<file path="config.mk">
export PLATFORM = sky130hd
export DESIGN_NAME = aiff_stream_parser
export DESIGN_NICKNAME = d
export VERILOG_FILES = /design/src/sv/aiff_pkg.sv /design/src/sv/aiff_stream_parser.sv /design/src/sv/aiff_front.sv /design/src/sv/aiff_rate.sv /design/src/sv/aiff_back.sv
export SDC_FILE = /design/constraint.sdc
export NUM_CORES = 2
export LEC_CHECK = 0
export BUFFER_PORTS_ARGS = -buffer_cell sky130_fd_sc_hd__buf_2
export CAP_MARGIN = 20
export CORE_ASPECT_RATIO = 1.75
export CORE_MARGIN = 3
export CORE_UTILIZATION = 45
export DETAILED_ROUTE_END_ITERATION = 6
export GPL_ROUTABILITY_DRIVEN = 0
export RECOVER_POWER = 100
export SYNTH_ARGS = -nofsm -noshare
export SYNTH_HDL_FRONTEND = slang
export SYNTH_HIERARCHICAL = 1
export SYNTH_SLANG_ARGS = --single-unit
</file>
<file path="constraint.sdc">
create_clock -name clk -period 10.5 [get_ports clk]
set_input_delay 1.05 -clock clk [delete_from_list [all_inputs] [get_ports clk]]
set_output_delay 1.05 -clock clk [all_outputs]
set_load 0.02 [all_outputs]
</file>
<file path="src/sv/aiff_pkg.sv">
// Shared constants and record types of the AIFF stream parser.
package aiff_pkg;

  // Chunk and header tags, big-endian ASCII
  localparam logic [31:0] TAG_FORM = 32'h464F524D;
  localparam logic [31:0] TAG_AIFF = 32'h41494646;
  localparam logic [31:0] TAG_COMM = 32'h434F4D4D;
  localparam logic [31:0] TAG_SSND = 32'h53534E44;

  // Header walk: index of last FORM byte and last header byte
  localparam int FORM_TAG_LAST = 3;
  localparam int FORM_LAST     = 11;
  localparam int CHDR_TAG_LAST = 3;
  localparam int CHDR_LAST     = 7;

  // COMM body layout
  localparam int COMM_FIELDS_LAST = 7;
  localparam int COMM_EXP_FIRST   = 8;
  localparam int COMM_EXP_LAST    = 9;
  localparam int COMM_MIN         = 18;

  // SSND body layout: 4-byte offset, then 4-byte block size
  localparam int SSND_OFS_BYTES = 4;
  localparam int SSND_PREAMBLE  = 8;

  // 80-bit extended float to integer Hz
  localparam int             EXP_BIAS      = 16383;
  localparam int             RIGHT_BASE    = EXP_BIAS + 63;
  localparam int             SAT_EXP       = RIGHT_BASE + 31;
  localparam int             ZERO_EXP      = RIGHT_BASE - 64;
  localparam logic [7:0]     EXP_HIGH_MASK = 8'h7F;
  localparam logic [7:0]     SIGN_MASK     = 8'h80;
  localparam logic [30:0]    MAX31         = 31'h7FFFFFFF;

  // Committed COMM values after reset
  localparam logic [15:0] CHANNELS_RST  = 16'd1;
  localparam logic [15:0] BITS_RST      = 16'd16;
  localparam logic [15:0] BITS_REQUIRED = 16'd16;

  localparam int QUEUE_DEPTH = 8;

  // Per-byte record from the parser, rate still in raw extended form
  typedef struct packed {
    logic        has_sample;
    logic [15:0] sample;
    logic        first;
    logic        has_status;
    logic        valid_part;
    logic [15:0] channels;
    logic [15:0] bits;
    logic [30:0] total;
    logic [15:0] rate_se;
    logic [63:0] rate_mant;
  } front_rec_t;

  // Per-byte record with the rate converted, as queued for output
  typedef struct packed {
    logic        has_sample;
    logic [15:0] sample;
    logic        first;
    logic        has_status;
    logic        valid;
    logic [30:0] rate;
    logic [15:0] channels;
    logic [15:0] bits;
    logic [30:0] total;
  } back_rec_t;

endpackage

</file>
<file path="src/sv/aiff_stream_parser.sv">
// Top level of the AIFF stream parser: parser front, rate unit, result queue.
//
//   channel | signals                                   | request carries
//   --------+-------------------------------------------+------------------------------
//   in      | in_valid, in_ready, in_byte, end_of_file   | one file byte
//   out     | out_valid, out_ready, is_status, ...       | one sample or status result
//
// One byte is taken per clock while the queue has room. A byte that completes a
// sample passes the rate stages and the queue into the output register; the final byte
// of a file that also completes a sample gives a sample result and then a status result.
// Throughput is set by the queue depth against the path through the rate stages and
// the output register. Reset is synchronous and clears the parser, the rate stages and
// the queue; a stalled output only stops input once the queue fills.
module aiff_stream_parser #(
  parameter int QueueDepth = aiff_pkg::QUEUE_DEPTH
) (
  input  logic               clk,
  input  logic               rst,
  input  logic               in_valid,
  output logic               in_ready,
  input  logic [7:0]         in_byte,
  input  logic               end_of_file,
  output logic               out_valid,
  input  logic               out_ready,
  output logic               is_status,
  output logic signed [15:0] pcm_sample,
  output logic               first_of_chunk,
  output logic               file_valid,
  output logic [30:0]        sample_rate,
  output logic signed [15:0] channel_count,
  output logic signed [15:0] bits_per_sample,
  output logic [30:0]        sample_total
);

  logic                 room;
  logic                 rec_valid;
  aiff_pkg::front_rec_t rec;
  logic                 conv_valid;
  aiff_pkg::back_rec_t  conv_rec;
  logic [1:0]           inflight;

  aiff_front u_front (
    .clk         (clk),
    .rst         (rst),
    .in_valid    (in_valid),
    .in_ready    (in_ready),
    .in_byte     (in_byte),
    .end_of_file (end_of_file),
    .room        (room),
    .rec_valid   (rec_valid),
    .rec         (rec)
  );

  aiff_rate u_rate (
    .clk       (clk),
    .rst       (rst),
    .in_valid  (rec_valid),
    .in_rec    (rec),
    .out_valid (conv_valid),
    .out_rec   (conv_rec),
    .inflight  (inflight)
  );

  aiff_back #(
    .Depth (QueueDepth)
  ) u_back (
    .clk             (clk),
    .rst             (rst),
    .push            (conv_valid),
    .push_rec        (conv_rec),
    .inflight        (inflight),
    .room            (room),
    .out_valid       (out_valid),
    .out_ready       (out_ready),
    .is_status       (is_status),
    .pcm_sample      (pcm_sample),
    .first_of_chunk  (first_of_chunk),
    .file_valid      (file_valid),
    .sample_rate     (sample_rate),
    .channel_count   (channel_count),
    .bits_per_sample (bits_per_sample),
    .sample_total    (sample_total)
  );

endmodule

</file>
<file path="src/sv/aiff_front.sv">
// Byte-serial AIFF chunk walker: header check, COMM capture, SSND sample assembly.
module aiff_front (
  input  logic                clk,
  input  logic                rst,
  input  logic                in_valid,
  output logic                in_ready,
  input  logic [7:0]          in_byte,
  input  logic                end_of_file,
  input  logic                room,
  output logic                rec_valid,
  output aiff_pkg::front_rec_t rec
);

  typedef enum logic [4:0] {
    PH_FORM = 5'b00001,
    PH_CHDR = 5'b00010,
    PH_BODY = 5'b00100,
    PH_PAD  = 5'b01000,
    PH_DEAD = 5'b10000
  } phase_t;

  phase_t      phase, phase_next;
  logic        header_ok, header_ok_next;
  logic [3:0]  hdr_idx, hdr_idx_next;
  logic [31:0] chunk_tag, chunk_tag_next;
  logic [31:0] chunk_length, chunk_length_next;
  logic [31:0] body_pos, body_pos_next;
  logic [63:0] comm_scratch, comm_scratch_next;
  logic [15:0] rate_exponent, rate_exponent_next;
  logic [31:0] comm_fields, comm_fields_next;
  logic [15:0] saved_channels, saved_channels_next;
  logic [15:0] saved_bits, saved_bits_next;
  logic [15:0] saved_se, saved_se_next;
  logic [63:0] saved_mant, saved_mant_next;
  logic        seen_common, seen_common_next;
  logic        seen_data, seen_data_next;
  logic [31:0] data_offset, data_offset_next;
  logic [8:0]  pending, pending_next;
  logic [30:0] chunk_count, chunk_count_next;
  logic [30:0] kept_count, kept_count_next;

  logic        accept;
  logic        emit;
  logic        emit_first;
  logic [15:0] emit_sample;

  assign in_ready = room;
  assign accept   = in_valid && in_ready;

  // Next-state decode for one byte
  always_comb begin
    logic [30:0] count_base;
    logic [32:0] pos_inc;
    phase_next          = phase;
    header_ok_next      = header_ok;
    hdr_idx_next        = hdr_idx;
    chunk_tag_next      = chunk_tag;
    chunk_length_next   = chunk_length;
    body_pos_next       = body_pos;
    comm_scratch_next   = comm_scratch;
    rate_exponent_next  = rate_exponent;
    comm_fields_next    = comm_fields;
    saved_channels_next = saved_channels;
    saved_bits_next     = saved_bits;
    saved_se_next       = saved_se;
    saved_mant_next     = saved_mant;
    seen_common_next    = seen_common;
    seen_data_next      = seen_data;
    data_offset_next    = data_offset;
    pending_next        = pending;
    chunk_count_next    = chunk_count;
    kept_count_next     = kept_count;
    emit                = 1'b0;
    emit_first          = 1'b0;
    emit_sample         = {pending[7:0], in_byte};
    count_base          = chunk_count;
    pos_inc             = {1'b0, body_pos} + 33'd1;

    case (phase)
      PH_FORM: begin
        chunk_tag_next = {chunk_tag[23:0], in_byte};
        if (hdr_idx == 4'(aiff_pkg::FORM_TAG_LAST) && chunk_tag_next != aiff_pkg::TAG_FORM) begin
          phase_next   = PH_DEAD;
          hdr_idx_next = hdr_idx + 4'd1;
        end else if (hdr_idx == 4'(aiff_pkg::FORM_LAST)) begin
          if (chunk_tag_next == aiff_pkg::TAG_AIFF) begin
            header_ok_next = 1'b1;
            phase_next     = PH_CHDR;
          end else begin
            phase_next = PH_DEAD;
          end
          hdr_idx_next = 4'd0;
        end else begin
          hdr_idx_next = hdr_idx + 4'd1;
        end
      end
      PH_CHDR: begin
        if (hdr_idx <= 4'(aiff_pkg::CHDR_TAG_LAST)) begin
          chunk_tag_next = {chunk_tag[23:0], in_byte};
        end else begin
          chunk_length_next = {chunk_length[23:0], in_byte};
        end
        if (hdr_idx >= 4'(aiff_pkg::CHDR_LAST)) begin
          hdr_idx_next       = 4'd0;
          body_pos_next      = 32'd0;
          pending_next       = 9'd0;
          comm_scratch_next  = 64'd0;
          rate_exponent_next = 16'd0;
          data_offset_next   = 32'd0;
          phase_next         = (chunk_length_next == 32'd0) ? PH_CHDR : PH_BODY;
        end else begin
          hdr_idx_next = hdr_idx + 4'd1;
        end
      end
      PH_BODY: begin
        if (chunk_tag == aiff_pkg::TAG_COMM) begin
          // header fields, then exponent, then mantissa
          if (body_pos < 32'(aiff_pkg::COMM_EXP_FIRST)) begin
            comm_scratch_next = {comm_scratch[55:0], in_byte};
          end
          if (body_pos == 32'(aiff_pkg::COMM_FIELDS_LAST)) begin
            comm_fields_next = {comm_scratch_next[63:48], comm_scratch_next[15:0]};
          end
          if (body_pos == 32'(aiff_pkg::COMM_EXP_FIRST) ||
              body_pos == 32'(aiff_pkg::COMM_EXP_LAST)) begin
            rate_exponent_next = {rate_exponent[7:0], in_byte};
          end
          if (body_pos > 32'(aiff_pkg::COMM_EXP_LAST) &&
              body_pos < 32'(aiff_pkg::COMM_MIN)) begin
            comm_scratch_next = {comm_scratch[55:0], in_byte};
          end
          if (body_pos == 32'(aiff_pkg::COMM_MIN - 1)) begin
            saved_channels_next = comm_fields[31:16];
            saved_bits_next     = comm_fields[15:0];
            saved_se_next       = rate_exponent;
            saved_mant_next     = comm_scratch_next;
            seen_common_next    = 1'b1;
          end
        end else if (chunk_tag == aiff_pkg::TAG_SSND) begin
          if (body_pos < 32'(aiff_pkg::SSND_OFS_BYTES)) begin
            data_offset_next = {data_offset[23:0], in_byte};
          end else if (body_pos >= 32'(aiff_pkg::SSND_PREAMBLE) &&
                       (body_pos - 32'(aiff_pkg::SSND_PREAMBLE)) >= data_offset) begin
            // first data byte opens a new kept chunk
            if ((body_pos - 32'(aiff_pkg::SSND_PREAMBLE)) == data_offset) begin
              seen_data_next   = 1'b1;
              count_base       = 31'd0;
              chunk_count_next = 31'd0;
              kept_count_next  = 31'd0;
            end
            if (!pending[8]) begin
              pending_next = {1'b1, in_byte};
            end else begin
              emit             = 1'b1;
              emit_first       = (count_base == 31'd0);
              pending_next     = 9'd0;
              chunk_count_next = count_base + 31'd1;
              kept_count_next  = count_base + 31'd1;
            end
          end
        end
        body_pos_next = pos_inc[31:0];
        if (pos_inc >= {1'b0, chunk_length}) begin
          phase_next = chunk_length[0] ? PH_PAD : PH_CHDR;
        end
      end
      PH_PAD: begin
        phase_next = PH_CHDR;
      end
      default: begin
      end
    endcase
  end

  // Record towards the rate unit
  always_comb begin
    rec            = '0;
    rec.has_sample = emit;
    rec.sample     = emit ? emit_sample : 16'd0;
    rec.first      = emit_first;
    rec.has_status = end_of_file;
    rec.valid_part = header_ok_next && seen_common_next && seen_data_next &&
                     saved_bits_next == aiff_pkg::BITS_REQUIRED &&
                     !saved_channels_next[15] && saved_channels_next != 16'd0 &&
                     kept_count_next != 31'd0;
    rec.channels   = saved_channels_next;
    rec.bits       = saved_bits_next;
    rec.total      = kept_count_next;
    rec.rate_se    = saved_se_next;
    rec.rate_mant  = saved_mant_next;
  end

  assign rec_valid = accept && (emit || end_of_file);

  // Parser state; a status request starts the next file from reset
  always_ff @(posedge clk) begin
    if (rst || (accept && end_of_file)) begin
      phase          <= PH_FORM;
      header_ok      <= 1'b0;
      hdr_idx        <= 4'd0;
      chunk_tag      <= 32'd0;
      chunk_length   <= 32'd0;
      body_pos       <= 32'd0;
      comm_scratch   <= 64'd0;
      rate_exponent  <= 16'd0;
      comm_fields    <= 32'd0;
      saved_channels <= aiff_pkg::CHANNELS_RST;
      saved_bits     <= aiff_pkg::BITS_RST;
      saved_se       <= 16'd0;
      saved_mant     <= 64'd0;
      seen_common    <= 1'b0;
      seen_data      <= 1'b0;
      data_offset    <= 32'd0;
      pending        <= 9'd0;
      chunk_count    <= 31'd0;
      kept_count     <= 31'd0;
    end else if (accept) begin
      phase          <= phase_next;
      header_ok      <= header_ok_next;
      hdr_idx        <= hdr_idx_next;
      chunk_tag      <= chunk_tag_next;
      chunk_length   <= chunk_length_next;
      body_pos       <= body_pos_next;
      comm_scratch   <= comm_scratch_next;
      rate_exponent  <= rate_exponent_next;
      comm_fields    <= comm_fields_next;
      saved_channels <= saved_channels_next;
      saved_bits     <= saved_bits_next;
      saved_se       <= saved_se_next;
      saved_mant     <= saved_mant_next;
      seen_common    <= seen_common_next;
      seen_data      <= seen_data_next;
      data_offset    <= data_offset_next;
      pending        <= pending_next;
      chunk_count    <= chunk_count_next;
      kept_count     <= kept_count_next;
    end
  end

endmodule

</file>
<file path="src/sv/aiff_rate.sv">
// Two-stage conversion of the extended-float rate to rounded integer Hz.
module aiff_rate (
  input  logic                 clk,
  input  logic                 rst,
  input  logic                 in_valid,
  input  aiff_pkg::front_rec_t in_rec,
  output logic                 out_valid,
  output aiff_pkg::back_rec_t  out_rec,
  output logic [1:0]           inflight
);

  typedef struct packed {
    logic        has_sample;
    logic [15:0] sample;
    logic        first;
    logic        has_status;
    logic        valid_part;
    logic [15:0] channels;
    logic [15:0] bits;
    logic [30:0] total;
    logic        zero;
    logic        left;
    logic        sat;
    logic [30:0] left_val;
    logic [63:0] coarse;
    logic [2:0]  fine;
  } stage_t;

  stage_t      s1, s1_next;
  logic        v1;
  logic        v2;

  logic [14:0] ex;
  logic [15:0] exw;
  logic        neg;
  logic [4:0]  lsh;
  logic [5:0]  rsh;
  logic [61:0] prod;
  logic [15:0] lsh_full;
  logic [15:0] rsh_full;

  // Stage 1: classify, left shift, coarse right shift by bytes
  always_comb begin
    ex       = {in_rec.rate_se[14:8] & aiff_pkg::EXP_HIGH_MASK[6:0], in_rec.rate_se[7:0]};
    exw      = {1'b0, ex};
    neg      = |(in_rec.rate_se[15:8] & aiff_pkg::SIGN_MASK);
    lsh_full = exw - 16'(aiff_pkg::RIGHT_BASE);
    rsh_full = 16'(aiff_pkg::RIGHT_BASE - 1) - exw;
    lsh      = lsh_full[4:0];
    rsh      = rsh_full[5:0];
    prod     = {31'd0, in_rec.rate_mant[30:0]} << lsh;

    s1_next.has_sample = in_rec.has_sample;
    s1_next.sample     = in_rec.sample;
    s1_next.first      = in_rec.first;
    s1_next.has_status = in_rec.has_status;
    s1_next.valid_part = in_rec.valid_part;
    s1_next.channels   = in_rec.channels;
    s1_next.bits       = in_rec.bits;
    s1_next.total      = in_rec.total;
    s1_next.zero       = neg || in_rec.rate_mant == 64'd0 ||
                         exw < 16'(aiff_pkg::ZERO_EXP);
    s1_next.left       = exw >= 16'(aiff_pkg::RIGHT_BASE);
    s1_next.sat        = exw >= 16'(aiff_pkg::SAT_EXP) || (|in_rec.rate_mant[63:31]) ||
                         (|prod[61:31]);
    s1_next.left_val   = prod[30:0];
    s1_next.coarse     = in_rec.rate_mant >> {rsh[5:3], 3'b000};
    s1_next.fine       = rsh[2:0];
  end

  // Stage 2: fine shift, round half up, saturate
  logic [63:0]        t;
  logic [31:0]        q;
  logic               right_sat;
  logic [30:0]        rate;
  aiff_pkg::back_rec_t s2_next;

  always_comb begin
    t         = s1.coarse >> s1.fine;
    q         = {1'b0, t[31:1]} + {31'd0, t[0]};
    right_sat = (|t[63:32]) || q[31];
    if (s1.zero) begin
      rate = 31'd0;
    end else if (s1.left) begin
      rate = s1.sat ? aiff_pkg::MAX31 : s1.left_val;
    end else begin
      rate = right_sat ? aiff_pkg::MAX31 : q[30:0];
    end

    s2_next.has_sample = s1.has_sample;
    s2_next.sample     = s1.sample;
    s2_next.first      = s1.first;
    s2_next.has_status = s1.has_status;
    s2_next.valid      = s1.valid_part && rate != 31'd0;
    s2_next.rate       = rate;
    s2_next.channels   = s1.channels;
    s2_next.bits       = s1.bits;
    s2_next.total      = s1.total;
  end

  // Stages never stall; room is reserved before a byte is taken
  always_ff @(posedge clk) begin
    if (rst) begin
      v1 <= 1'b0;
      v2 <= 1'b0;
    end else begin
      v1 <= in_valid;
      v2 <= v1;
    end
  end

  always_ff @(posedge clk) begin
    s1      <= s1_next;
    out_rec <= s2_next;
  end

  assign out_valid = v2;
  assign inflight  = {1'b0, v1} + {1'b0, v2};

endmodule

</file>
<file path="src/sv/aiff_back.sv">
// Record queue and output register; splits a record into sample and status results.
module aiff_back #(
  parameter int Depth = aiff_pkg::QUEUE_DEPTH
) (
  input  logic                clk,
  input  logic                rst,
  input  logic                push,
  input  aiff_pkg::back_rec_t push_rec,
  input  logic [1:0]          inflight,
  output logic                room,
  output logic                out_valid,
  input  logic                out_ready,
  output logic                is_status,
  output logic signed [15:0]  pcm_sample,
  output logic                first_of_chunk,
  output logic                file_valid,
  output logic [30:0]         sample_rate,
  output logic signed [15:0]  channel_count,
  output logic signed [15:0]  bits_per_sample,
  output logic [30:0]         sample_total
);

  localparam int IdxW = (Depth > 2) ? $clog2(Depth) : 1;
  localparam int CntW = $clog2(Depth + 1);

  aiff_pkg::back_rec_t mem [Depth];
  logic [IdxW-1:0]     wr_ptr;
  logic [IdxW-1:0]     rd_ptr;
  logic [CntW-1:0]     count;
  logic                sample_done;

  aiff_pkg::back_rec_t head;
  logic                load;
  logic                pop;
  logic                take_sample;
  logic [CntW+1:0]     reserved;

  assign head        = mem[rd_ptr];
  assign load        = (!out_valid || out_ready) && count != '0;
  assign take_sample = head.has_sample && !sample_done;
  assign pop         = load && !(take_sample && head.has_status);

  // Space for the request about to be taken plus records still in the rate stages
  assign reserved = {2'b00, count} + {{CntW{1'b0}}, inflight};
  assign room     = reserved < (CntW + 2)'(Depth);

  // Queue storage
  always_ff @(posedge clk) begin
    if (push) begin
      mem[wr_ptr] <= push_rec;
    end
  end

  always_ff @(posedge clk) begin
    if (rst) begin
      wr_ptr      <= '0;
      rd_ptr      <= '0;
      count       <= '0;
      sample_done <= 1'b0;
    end else begin
      if (push) begin
        wr_ptr <= (wr_ptr == IdxW'(Depth - 1)) ? '0 : wr_ptr + 1'b1;
      end
      if (pop) begin
        rd_ptr <= (rd_ptr == IdxW'(Depth - 1)) ? '0 : rd_ptr + 1'b1;
      end
      count <= count + CntW'(push) - CntW'(pop);
      if (load) begin
        sample_done <= !pop;
      end
    end
  end

  // Output register
  always_ff @(posedge clk) begin
    if (rst) begin
      out_valid <= 1'b0;
    end else if (load) begin
      out_valid <= 1'b1;
    end else if (out_ready) begin
      out_valid <= 1'b0;
    end
  end

  always_ff @(posedge clk) begin
    if (load) begin
      if (take_sample) begin
        is_status       <= 1'b0;
        pcm_sample      <= head.sample;
        first_of_chunk  <= head.first;
        file_valid      <= 1'b0;
        sample_rate     <= 31'd0;
        channel_count   <= 16'sd0;
        bits_per_sample <= 16'sd0;
        sample_total    <= 31'd0;
      end else begin
        is_status       <= 1'b1;
        pcm_sample      <= 16'sd0;
        first_of_chunk  <= 1'b0;
        file_valid      <= head.valid;
        sample_rate     <= head.rate;
        channel_count   <= head.channels;
        bits_per_sample <= head.bits;
        sample_total    <= head.total;
      end
    end
  end

endmodule

</file>
==> key figures <==
Layout
  – Fin area: 81600 um^2
  – Nets: 6026
  – Area grow syn2layout: 10.3%
  – Layout fillers: 14400
  – Share of layout cells above drive strength 1: 11.6%

Floorplanning
  – Site Rows: 196
  – Die X: 313 um
  – I/O pin total: 128
  – Die height: 543 um
  – Initial cell density of the core: 45.3%
  – Die Area: 170000 um^2
  – Core area: 163000 um^2

Logic synthesis
  – Syn. warnings: 6
  – Share of the yosys chip area belonging to registers: 61.8%
  – Top cell type's share of synthesized area: 41.6%
  – Synth cell types: 95
  – Ranking of synthesized cells by area: edfxtp_1 (42%), dfxtp_1 (20%), mux4_2 (8.2%)
  – Mapped cell area: 74100 um^2
  – Synth async-reset ratio: 0%
  – Syn nets: 6045
  – FF+latch count, synth: 1775
  – EDFF count, synth: 1025
  – List of most frequent post-synthesis cells: edfxtp_1 (1025), dfxtp_1 (750), nand2_1 (747)
  – Most frequent cell after synthesis: edfxtp_1
  – Most used flip-flop cell after synthesis: edfxtp_1
  – Synth Instances: 5942
  – Post-synth top area cell: edfxtp_1
  – Syn avg cell area: 12.5 um^2

STA
  – Final Hold Vio Count: 0
  – Final Max Slew Viols: 1910
  – RSZ-0062 raised after global routing: false
  – Crit share post-route: 83.0%
  – Worst-Margin Slew: 9100 ps
  – Fin Hold WS: 305 ps
  – Slack of the critical path: 1790 ps
  – Achievable Freq: 0.115 GHz
  – Final setup fails: 0
  – Slew margin rel.: -507%
  – Setup TNS: 0 ps
  – Layout Skew: 68.4 ps
  – Fin crit period: 8710 ps

Critical path
  – Worst-path fanout max: 200
  – Critical Path Source Type: flip-flop
  – R2R Path Start: u_rate/out_valid
  – Critical Path Start: u_rate/out_valid
  – Crit path DAT: 9220 ps
  – R2R depth: 11
  – Crit. End Element: flip-flop
  – Critical path class: reg2reg
  – CP endpoint: u_front/saved_mant[33]
  – CP required: 11010 ps
  – Reg2Reg Setup Slack: 1790 ps
  – Reg2reg end: u_front/saved_mant[33]

Routing
  – DRC viols: 0
  – Drt wl/cell: 22.2 um
  – DR pass1 iterations: 6
  – DRT iter0 DRCs: 3626
  – Routed Antenna Nets: 0
  – Drt via density: 5.68
  – Drt total wl: 183 mm
  – Via count: 46700

Placed design
  – DP HPWL: 115 mm
  – Port Buffers: 127
  – Pre-CTS setup slack: 3110 ps
  – Post-DP Area: 76700 um^2

Clock tree
  – Post-CTS Setup Inserts: 0
  – Worst skew pair latency: 800 ps
  – Hold-fix buffer count after cts: 0
  – CTS Sinks: 1775
  – CTS buffer count: 164
  – CTS tree: done
  – CTS max path bufs: 4
  – Post_cts resized: 0
  – CTS Root Cell: clkbuf_16
  – Clock transition at path regs: 70 ps
  – H-tree levels: 4

Pwr
  – Sequential share of power: 48.4%
  – Leak: 26.1 nW
  – Sw Ratio: 25.8%
  – Max IR drop VDD: 0.137 mV
  – Power Internal: 12.3 mW
  – Switching power: 4.28 mW
  – Combinational fraction of design power: 16.1%
  – Power share of the clock group: 35.4%
  – PD cells: 203 nW/um^2

GRT
  – Number of global-route vias before repair: 46500
  – Initial antenna violation count: 9
  – Largest net degree at the start of global routing: 201
  – Global-route wire length before repair: 280 mm
  – GRT Resource Usage Total: 21.1%
  – Gr ovfl total: 0

Outcome
  – Failing checks: max-capacitance violations, max-slew violations
  – Outcome: finished, violations left

Min path
  – Min-Delay Startpoint: u_rate/s1[141]
  – HP Class: reg2reg

Flow run
  – Max-cap check violation count: 24
worst min path at each step:
stage / end / cells past startpoint
after floorplan: u_rate/out_rec[0] / 0
after global placement: u_rate/out_rec[5] / 0
final: u_rate/out_rec[40] / 0
after detailed placement: u_rate/out_rec[4] / 0
after CTS: u_rate/out_rec[40] / 0
after global routing: u_rate/out_rec[40] / 0
registers in the layout (all words and copies together) (netlist names), 32 cells and up, named ones only:
| register | cells |
|---|---|
| u_back/mem | 912 |
| u_front/body_pos | 32 |
| u_front/chunk_length | 32 |
| u_front/chunk_tag | 32 |
| u_front/comm_fields | 32 |
| u_front/comm_scratch | 64 |
| u_front/data_offset | 32 |
| u_front/saved_mant | 64 |
| u_rate/out_rec | 114 |
| u_rate/s1 | 184 |
area by class of cell:
cell class	instances	area [um^2]	area share (%)
sequential	1775	45800	56.1
antenna	2	5.00	0.00613
multi-input combinational	3644	26300	32.2
inverter	124	467	0.572
timing repair buffer	214	1120	1.38
clock buffer	232	4610	5.65
clock inverter	58	652	0.798
tap	2178	2730	3.34
cells by family after synthesis:
kind of cell | after synthesis | share of synthesized area, %
mux | 646 | 13.5
xor+xnor | 120 | 1.42
buf+inv | 523 | 2.87
simple gates | 1829 | 11.4
compound gates | 959 | 7.43
fa+ha+maj | 90 | 1.53
flops | 1775 | 61.8
through the flow:
stage | power [mW] | std cells | utilization, %
after floorplan | 10.2 | 5942 | -
after CTS | 16.8 | 8219 | 50.2
after global placement | 10.9 | 7928 | 47.0
after global routing | 17.3 | 8226 | 50.0
after detailed placement | 10.9 | 7929 | 47.0
final | 16.6 | 8227 | 50.0
power by group through the flow:
| stage | Combinational [mW] | Sequential (mW) | Clock [mW] |
|---|---|---|---|
| after floorplan | 1.76 | 8.39 | 0 |
| after global placement | 2.76 | 8.16 | 0 |
| after detailed placement | 2.78 | 8.17 | 0 |
| after CTS | 2.78 | 8.01 | 6.03 |
| after global routing | 2.91 | 8.08 | 6.27 |
| final | 2.68 | 8.04 | 5.89 |
critical path, cell delays in order, from the launching register on:
cell and delay, ps:
dfxtp_1 430, ha_1 260, ha_1 270, a31o_2 170, and3_1 160, a21oi_1 40
o22ai_1 650, and2_2 270, clkbuf_1 2000, a21o_1 1740, clkbuf_4 1930, a211oi_1 90
cell usage in the layout (no fill, tap or decap), types with 136 or more instances in the layout:
| cell | n |
|---|---|
| clkbuf_16 | 167 |
| a21oi_1 | 487 |
| nand2_1 | 747 |
| nand3_1 | 136 |
| o21ai_0 | 209 |
| nor2_1 | 440 |
| dfxtp_1 | 747 |
| mux2i_1 | 281 |
| mux4_2 | 270 |
| clkbuf_1 | 183 |
| edfxtp_1 | 1025 |
metal layers:
layer	routed length, um	vias up	global-route usage [%]
met1	73000	23200	26.0
met2	92200	1233	37.3
met5	37	-	0
met4	9330	6	9.86
met3	7940	428	2.29
li1	-	21900	-
No activity file was read; power rests on OpenSTA's default activity.
